<file path="src/rtl/smt_pkg.sv">
// Shared types and constants for the sorted multiset table.
`timescale 1ns / 1ps
package smt_pkg;

  localparam int CAPACITY_DEF = 16;
  localparam int VALUE_W      = 32;
  localparam int CNT_OUT_W    = 5;
  localparam int IN_DATA_W    = 32;
  localparam int OUT_DATA_W   = 16;

  localparam logic CMD_INSERT = 1'b0;
  localparam logic CMD_REMOVE = 1'b1;

  typedef enum logic [1:0] {
    ST_IDLE,
    ST_SCAN,
    ST_DONE
  } state_e;

  // Broadcast to every cell of the chain.
  typedef struct packed {
    logic               ins;
    logic               del;
    logic [VALUE_W-1:0] key;
  } cell_ctrl_t;

endpackage

</file>
<file path="src/rtl/smt_cell.sv">
// One storage cell of the sorted chain: holds a value and its valid bit.
`timescale 1ns / 1ps
module smt_cell (
  input  logic                        clk_i,
  input  logic                        rst_ni,
  input  smt_pkg::cell_ctrl_t         ctrl_i,
  input  logic [smt_pkg::VALUE_W-1:0] left_val_i,
  input  logic                        left_vld_i,
  input  logic                        left_place_i,
  input  logic [smt_pkg::VALUE_W-1:0] right_val_i,
  input  logic                        right_vld_i,
  input  logic                        seen_i,
  output logic [smt_pkg::VALUE_W-1:0] val_o,
  output logic                        vld_o,
  output logic                        place_o,
  output logic                        seen_o
);

  logic [smt_pkg::VALUE_W-1:0] val_q, val_d;
  logic                        vld_q, vld_d;
  logic                        match;

  // empty cells count as greater: entries are packed from the left
  assign place_o = !vld_q || ($signed(val_q) > $signed(ctrl_i.key));
  assign match   = vld_q && (val_q == ctrl_i.key);
  assign seen_o  = seen_i || match;

  always_comb begin
    val_d = val_q;
    vld_d = vld_q;
    if (ctrl_i.ins) begin
      if (left_place_i) begin
        val_d = left_val_i;
        vld_d = left_vld_i;
      end else if (place_o) begin
        val_d = ctrl_i.key;
        vld_d = 1'b1;
      end
    end else if (ctrl_i.del && seen_o) begin
      // close the gap left by the first matching copy
      val_d = right_val_i;
      vld_d = right_vld_i;
    end
  end

  always_ff @(posedge clk_i) begin
    val_q <= val_d;
  end

  always_ff @(posedge clk_i or negedge rst_ni) begin
    if (!rst_ni) begin
      vld_q <= 1'b0;
    end else begin
      vld_q <= vld_d;
    end
  end

  assign val_o = val_q;
  assign vld_o = vld_q;

endmodule

</file>
<file path="src/rtl/sorted_multiset_table_core.sv">
// Top level of the sorted multiset table: cell chain plus sequencer.
`timescale 1ns / 1ps
//
//  channel  | dir | tdata                      | tuser
//  ---------+-----+----------------------------+-------------------------
//  s_axis   | in  | [31:0] value (signed)      | [0] command (0 ins, 1 rm)
//  m_axis   | out | [0] ok, [5:1] entry_count, | -
//           |     | [10:6] removed_count       |
//
//  Insert: all cells compare against the key in parallel and the
//  cells right of the insertion point shift by one.
//  Remove of k copies: each scan cycle drops the first match by
//  shifting the cells right of it left by one, the last scan finds none.
//  A new word is taken only in idle with the output register free or
//  draining. Reset clears valid bits, counts and the output register.
//
module sorted_multiset_table_core #(
  parameter int CAPACITY = smt_pkg::CAPACITY_DEF
) (
  input  logic                           clk_i,
  input  logic                           rst_ni,
  input  logic                           s_axis_tvalid_i,
  output logic                           s_axis_tready_o,
  input  logic [smt_pkg::IN_DATA_W-1:0]  s_axis_tdata_i,   // [31:0] value
  input  logic [0:0]                     s_axis_tuser_i,   // [0] command
  output logic                           m_axis_tvalid_o,
  input  logic                           m_axis_tready_i,
  output logic [smt_pkg::OUT_DATA_W-1:0] m_axis_tdata_o    // ok, entry_count, removed_count
);

  localparam int CNT_W = $clog2(CAPACITY + 1);
  localparam int VW    = smt_pkg::VALUE_W;

  smt_pkg::state_e     state_q, state_d;
  smt_pkg::cell_ctrl_t ctrl;

  logic [CNT_W-1:0] cnt_q, cnt_d;
  logic [CNT_W-1:0] rem_q, rem_d;
  logic [VW-1:0]    key_q, key_d;
  logic             out_vld_q, out_vld_d;
  logic [smt_pkg::OUT_DATA_W-1:0] out_data_q, out_data_d;

  logic in_fire, slot_free, full, any_match, is_insert;
  logic load;
  logic load_ok;
  logic [CNT_W-1:0] load_cnt, load_rem;
  logic [CNT_W+smt_pkg::CNT_OUT_W-1:0] cnt_ext, rem_ext;

  logic [VW-1:0]       cval  [CAPACITY];
  logic [CAPACITY-1:0] cvld, cplace, cseen;

  assign slot_free       = !out_vld_q || m_axis_tready_i;
  assign s_axis_tready_o = (state_q == smt_pkg::ST_IDLE) && slot_free;
  assign in_fire         = s_axis_tvalid_i && s_axis_tready_o;
  assign is_insert       = (s_axis_tuser_i[0] == smt_pkg::CMD_INSERT);
  assign full            = (cnt_q == CNT_W'(CAPACITY));
  assign any_match       = cseen[CAPACITY-1];

  // ---------------- cell chain ----------------
  assign ctrl.ins = in_fire && is_insert && !full;
  assign ctrl.del = (state_q == smt_pkg::ST_SCAN) && any_match;
  assign ctrl.key = (state_q == smt_pkg::ST_IDLE) ? s_axis_tdata_i : key_q;

  for (genvar i = 0; i < CAPACITY; i++) begin : g_cell
    logic [VW-1:0] lval, rval;
    logic          lvld, lplace, rvld, sin;
    if (i == 0) begin : g_first
      assign lval   = '0;
      assign lvld   = 1'b0;
      assign lplace = 1'b0;
      assign sin    = 1'b0;
    end else begin : g_mid
      assign lval   = cval[i-1];
      assign lvld   = cvld[i-1];
      assign lplace = cplace[i-1];
      assign sin    = cseen[i-1];
    end
    if (i == CAPACITY - 1) begin : g_last
      assign rval = '0;
      assign rvld = 1'b0;
    end else begin : g_inner
      assign rval = cval[i+1];
      assign rvld = cvld[i+1];
    end
    smt_cell u_cell (
      .clk_i        (clk_i),
      .rst_ni       (rst_ni),
      .ctrl_i       (ctrl),
      .left_val_i   (lval),
      .left_vld_i   (lvld),
      .left_place_i (lplace),
      .right_val_i  (rval),
      .right_vld_i  (rvld),
      .seen_i       (sin),
      .val_o        (cval[i]),
      .vld_o        (cvld[i]),
      .place_o      (cplace[i]),
      .seen_o       (cseen[i])
    );
  end

  // ---------------- sequencer: next state ----------------
  always_comb begin
    state_d = state_q;
    case (state_q)
      smt_pkg::ST_IDLE: begin
        if (in_fire && !is_insert) state_d = smt_pkg::ST_SCAN;
      end
      smt_pkg::ST_SCAN: begin
        if (!any_match) state_d = smt_pkg::ST_DONE;
      end
      smt_pkg::ST_DONE: begin
        if (slot_free) state_d = smt_pkg::ST_IDLE;
      end
      default: state_d = smt_pkg::ST_IDLE;
    endcase
  end

  // ---------------- sequencer: datapath and result ----------------
  always_comb begin
    cnt_d    = cnt_q;
    rem_d    = rem_q;
    key_d    = key_q;
    load     = 1'b0;
    load_ok  = 1'b0;
    load_cnt = cnt_q;
    load_rem = '0;
    case (state_q)
      smt_pkg::ST_IDLE: begin
        if (in_fire) begin
          key_d = s_axis_tdata_i;
          rem_d = '0;
          if (is_insert) begin
            load    = 1'b1;
            load_ok = !full;
            if (!full) begin
              cnt_d    = cnt_q + CNT_W'(1);
              load_cnt = cnt_q + CNT_W'(1);
            end
          end
        end
      end
      smt_pkg::ST_SCAN: begin
        if (any_match) begin
          rem_d = rem_q + CNT_W'(1);
          cnt_d = cnt_q - CNT_W'(1);
        end
      end
      smt_pkg::ST_DONE: begin
        load     = slot_free;
        load_ok  = (rem_q != '0);
        load_rem = rem_q;
      end
      default: begin
        load = 1'b0;
      end
    endcase
  end

  // counts are reported modulo 32
  assign cnt_ext = {{smt_pkg::CNT_OUT_W{1'b0}}, load_cnt};
  assign rem_ext = {{smt_pkg::CNT_OUT_W{1'b0}}, load_rem};

  always_comb begin
    out_data_d = out_data_q;
    out_vld_d  = out_vld_q && !m_axis_tready_i;
    if (load) begin
      out_vld_d  = 1'b1;
      out_data_d = '0;
      out_data_d[0]    = load_ok;
      out_data_d[5:1]  = cnt_ext[smt_pkg::CNT_OUT_W-1:0];
      out_data_d[10:6] = rem_ext[smt_pkg::CNT_OUT_W-1:0];
    end
  end

  always_ff @(posedge clk_i or negedge rst_ni) begin
    if (!rst_ni) begin
      state_q    <= smt_pkg::ST_IDLE;
      cnt_q      <= '0;
      rem_q      <= '0;
      out_vld_q  <= 1'b0;
      out_data_q <= '0;
    end else begin
      state_q    <= state_d;
      cnt_q      <= cnt_d;
      rem_q      <= rem_d;
      out_vld_q  <= out_vld_d;
      out_data_q <= out_data_d;
    end
  end

  always_ff @(posedge clk_i) begin
    key_q <= key_d;
  end

  assign m_axis_tvalid_o = out_vld_q;
  assign m_axis_tdata_o  = out_data_q;

endmodule

</file>
<file path="config.mk">
export PLATFORM = sky130hd
export DESIGN_NAME = sorted_multiset_table_core
export DESIGN_NICKNAME = d
export VERILOG_FILES = /design/src/rtl/smt_pkg.sv /design/src/rtl/smt_cell.sv /design/src/rtl/sorted_multiset_table_core.sv
export SDC_FILE = /design/constraint.sdc
export NUM_CORES = 2
export LEC_CHECK = 0
export ABC_AREA = 1
export BUFFER_PORTS_ARGS = -buffer_cell sky130_fd_sc_hd__clkbuf_2
export CORE_UTILIZATION = 60
export DETAILED_ROUTE_END_ITERATION = 16
export PLACE_DENSITY = 0.8
export SETUP_SLACK_MARGIN = 0.15
export SKIP_LAST_GASP = 1
export SYNTH_ARGS = -nofsm -noshare
export SYNTH_HDL_FRONTEND = slang
export SYNTH_SLANG_ARGS = --single-unit
</file>
<file path="constraint.sdc">
create_clock -name clk_i -period 5.75 [get_ports clk_i]
set_input_delay 0 -clock clk_i [delete_from_list [all_inputs] [get_ports clk_i]]
set_output_delay 0 -clock clk_i [all_outputs]
set_load 0.1 [all_outputs]
</file>
==> impl_metrics.env <==
export IMPL_drt_vias_per_instance=6.256
export IMPL_layout_drive_gt1_share=0.06842
export IMPL_tightestPinTransition_ns=1.004
export IMPL_drcViolationCount=0
export IMPL_synthToLayoutAreaGrowth_pct=9.566
export IMPL_fin_ws_ns=0.4422
export IMPL_crit_end="g_cell[8].u_cell.val_o[10]"
export IMPL_tns_ns=0
export IMPL_yosys_warnings=0
export IMPL_fin_hold_ws_ns=0.01662
export IMPL_cts_tree="built"
export IMPL_drt_wl_total_um=118100
export IMPL_fp_dieArea_um2=69460
export IMPL_ys_ff_latch=584
export IMPL_drt_initial_drc_count=4516
export IMPL_p_leak_nw=19.06
export IMPL_setup_viol=0
export IMPL_numCtsBuffers=69
export IMPL_p_seq_frac=0.263
export IMPL_grt_overflow=0
export IMPL_synth_edff_count=544
export IMPL_path_delay_family="simple AND/OR/NAND/NOR gates"
export IMPL_netlist_instances=4904
export IMPL_cpPeakStageDelay_ns=0.56
export IMPL_grt_max_degree=172
export IMPL_internal_power_mw=11.52
export IMPL_cp_startpoint="state_q[0]"
export IMPL_die_w_um=263.6
export IMPL_worstHoldPathType="input port to asynchronous set/reset pin"
export IMPL_crit_path_start_kind="flop"
export IMPL_cp_end_kind="flop"
export IMPL_rr_startpoint="state_q[0]"
export IMPL_cp_max_fo=23
export IMPL_syn_cell_area_um2=41050
export IMPL_relSlewSlack=0.3307
export IMPL_start_util=0.6090
export IMPL_status="completed"
export IMPL_dpl_hpwl_um=86710
export IMPL_grt_pass1_vias=34755
export IMPL_die_y_um=263.6
export IMPL_p_switching_mw=9.873
export IMPL_comb_power_share=0.528
export IMPL_rr_endpoint="g_cell[8].u_cell.val_o[10]"
export IMPL_finalNetCount=5480
export IMPL_clk_pin_slew_worst_paths_ns=0.06
export IMPL_synthArstFlopShare=0.06849
export IMPL_power_frac_clock=0.209
export IMPL_postCtsSetupRepairBufs=0
export IMPL_root_buffer="clkbuf_16"
export IMPL_arrival_ns=5.52
export IMPL_cts_max_path_buffers=3
export IMPL_dpl_worst_slack_ns=0.4106
export IMPL_finalCritPeriodShare=0.9231
export IMPL_grt_pass1_wl_um=185100
export IMPL_ant_nets=0
export IMPL_required_ns=5.96
export IMPL_hold_violations=0
export IMPL_r2r_slack_ns=0.44
export IMPL_period_needed_ns=5.308
export IMPL_htreeDepth=3
export IMPL_slew_viol_final=0
export IMPL_power_density_nw_per_um2=475.7
export IMPL_critPathSlowestCell="inv_1"
export IMPL_crit_buf_inv=4
export IMPL_grt_setup_unrepaired="no"
export IMPL_clk_latency_ns=0.63
export IMPL_vias=36653
export IMPL_cp_cell_sequence="nor2_4, buf_4, o21ai_0, buf_4, inv_1, ha_1, nand2_1, nor2_1, nand2_1, nor2_1, nand3_1, nand4_4, nor2_4, nand4_2, nor2_2, nand4_2, nor2_4, nand4_2, nand2_4, nand2_4, nand2_2, clkinvlp_4"
export IMPL_drv_cap=0
export IMPL_crit_type="flop to flop"
export IMPL_coreArea_um2=67400
export IMPL_synthFlopType="edfxtp_1"
export IMPL_core_rowCount=95
export IMPL_cts_sinks=584
export IMPL_post_route_util=0.6673
export IMPL_antenna_found_initial=2
export IMPL_io_pins=55
export IMPL_cp_depth=22
export IMPL_fmax_ghz=0.1884
export IMPL_gp_congestion=0.9604
export IMPL_reg2regPathDepth=22
export IMPL_portBuffers=49
export IMPL_finalClockSkew_ns=0.03647
export IMPL_p_sw_frac=0.4615
export IMPL_ir_drop_mv=0.5159
export IMPL_avgSynthCellArea_um2=8.370
export IMPL_synthDistinctLibCells=57
export IMPL_ys_seq_area_frac=0.4224
export IMPL_first_pass_iters=6
export IMPL_wl_per_cell_um=20.15
export IMPL_grt_usage=0.3335
## worst register-to-register path, stage by stage, from the launching register on
cell and delay [ns]:
dfrtp_1 0.48, nor2_4 0.30, buf_4 0.27, o21ai_0 0.10
buf_4 0.16, inv_1 0.56, ha_1 0.39, nand2_1 0.11
nor2_1 0.05, nand2_1 0.10, nor2_1 0.05, nand3_1 0.13
nand4_4 0.12, nor2_4 0.15, nand4_2 0.13, nor2_2 0.19
nand4_2 0.17, nor2_4 0.15, nand4_2 0.17, nand2_4 0.18
nand2_4 0.23, nand2_2 0.27, clkinvlp_4 0.43
## power groups by stage
stage / combinational (mW) / sequential, mW / clock [mW]
global placement: 10.5 / 5.70 / 0
floorplan: 7.18 / 5.80 / 0
detailed placement: 10.9 / 5.71 / 0
global route: 12.5 / 5.67 / 4.65
finish: 11.3 / 5.64 / 4.47
CTS: 11.0 / 5.63 / 4.50
## registers in the layout (all words and copies together) (netlist names)
| signal | count |
|---|---|
| cnt_q | 5 |
| g_cell.u_cell.val_o | 512 |
| g_cell.u_cell.vld_o | 16 |
| key_q | 32 |
| m_axis_tdata_o | 11 |
| m_axis_tvalid_o | 1 |
| rem_q | 5 |
| state_q | 2 |
## layout make-up
cell class	instances	area, um2
Antenna cell	2	5.005
Clock buffer	94	1894
Clock inverter	34	361.6
Fill cell	5345	22420
Inverter	239	927.1
Multi-Input combinational cell	3820	21710
Sequential cell	584	17340
Tap cell	873	1092
Timing Repair Buffer	207	1599
Timing Repair inverter	6	45.04
## kinds of logic (layout without fill, tap and decap cells)
logic type / count (synthesis) / after routing / synth area share
AO/OA/AOI/OAI: 1465 / 1465 / 0.1850
XOR/XNOR: 7 / 7 / 0.001494
adder cells (fa/ha/maj): 516 / 516 / 0.1573
buffers and inverters: 504 / 580 / 0.05002
flip-flops: 584 / 584 / 0.4224
multiplexers: 1 / 1 / 0.0002439
other: 1 / 7 / 0.00009136
AND/OR/NAND/NOR: 1826 / 1826 / 0.1834
## worst min path at each step
stage                     slack, ns  startpoint           endpoint  cells after the start
after floorplan               -0.30      rst_ni           cnt_q[0]                      0
after detailed placement       0.14      rst_ni           cnt_q[3]                      2
final                          0.02      rst_ni  m_axis_tdata_o[1]                      3
after global placement         0.14      rst_ni  m_axis_tdata_o[5]                      2
after global routing           0.05      rst_ni  m_axis_tdata_o[1]                      3
after CTS                      0.01      rst_ni  m_axis_tdata_o[1]                      3
## cell usage in the layout (no fill, tap or decap), drive strengths merged, types with 3 or more instances in the layout
cell,count
nand3b,8
nor4b,4
a211oi,14
o21ai,897
o22ai,10
dlygate4sd3,37
nor3b,3
o21bai,3
nand3,146
conb,5
a31oi,6
ha,516
o211ai,40
clkinv,24
o21a,10
bufinv,7
nand4,58
nor2,410
clkbuf,143
clkinvlp,13
a21oi,468
or2,5
dfrtp,40
o221ai,6
nand2,1132
edfxtp,544
inv,235
buf,121
xor2,5
nor3,28
nor4,28
or3,3
## what timing repair did
| item | in CTS | in global routing |
|---|---|---|
| hold buffers | 37 | 0 |
| resized for setup | 0 | 12 |
| hold endpoints to repair | 85 | 0 |
| endpoints found under the setup margin | 0 | 192 |
## routing by layer
metal	up-vias	GRT usage	share of wire
met3	319	0.04621	0.096
met5	-	0	0
met1	16989	0.4532	0.40
met2	1880	0.5332	0.46
li1	17465	-	-
met4	0	0.1453	0.045
## cells in the mapped netlist, types with 8 or more instances
cell type / number / share of area
nor4_1: 26 / 0.0040
o22ai_1: 10 / 0.0015
edfxtp_1: 544 / 0.40
o21a_1: 10 / 0.0018
nand3b_1: 8 / 0.0015
a21oi_1: 466 / 0.057
nand2_1: 1112 / 0.10
clkbuf_1: 156 / 0.014
o211ai_1: 40 / 0.0073
nand2_2: 16 / 0.0024
inv_1: 232 / 0.021
nor3_1: 27 / 0.0033
nand4_1: 54 / 0.0082
nor2_1: 401 / 0.037
ha_1: 516 / 0.16
o21ai_1: 83 / 0.010
dfrtp_1: 40 / 0.024
nand3_1: 145 / 0.018
o21ai_0: 814 / 0.099
a211oi_1: 14 / 0.0026
buf_4: 11 / 0.0020
buf_2: 90 / 0.011
## stage by stage
| stage | cells | cell area [um2] | total power, mW |
|---|---|---|---|
| CTS | 5851 | 44900 | 21.12 |
| detailed placement | 5686 | 42270 | 16.59 |
| floorplan | 4908 | 41060 | 12.98 |
| finish | 5859 | 44970 | 21.39 |
| global placement | 5686 | 42270 | 16.15 |
| global route | 5859 | 44970 | 22.84 |
Power figures use the tool's default switching activity.
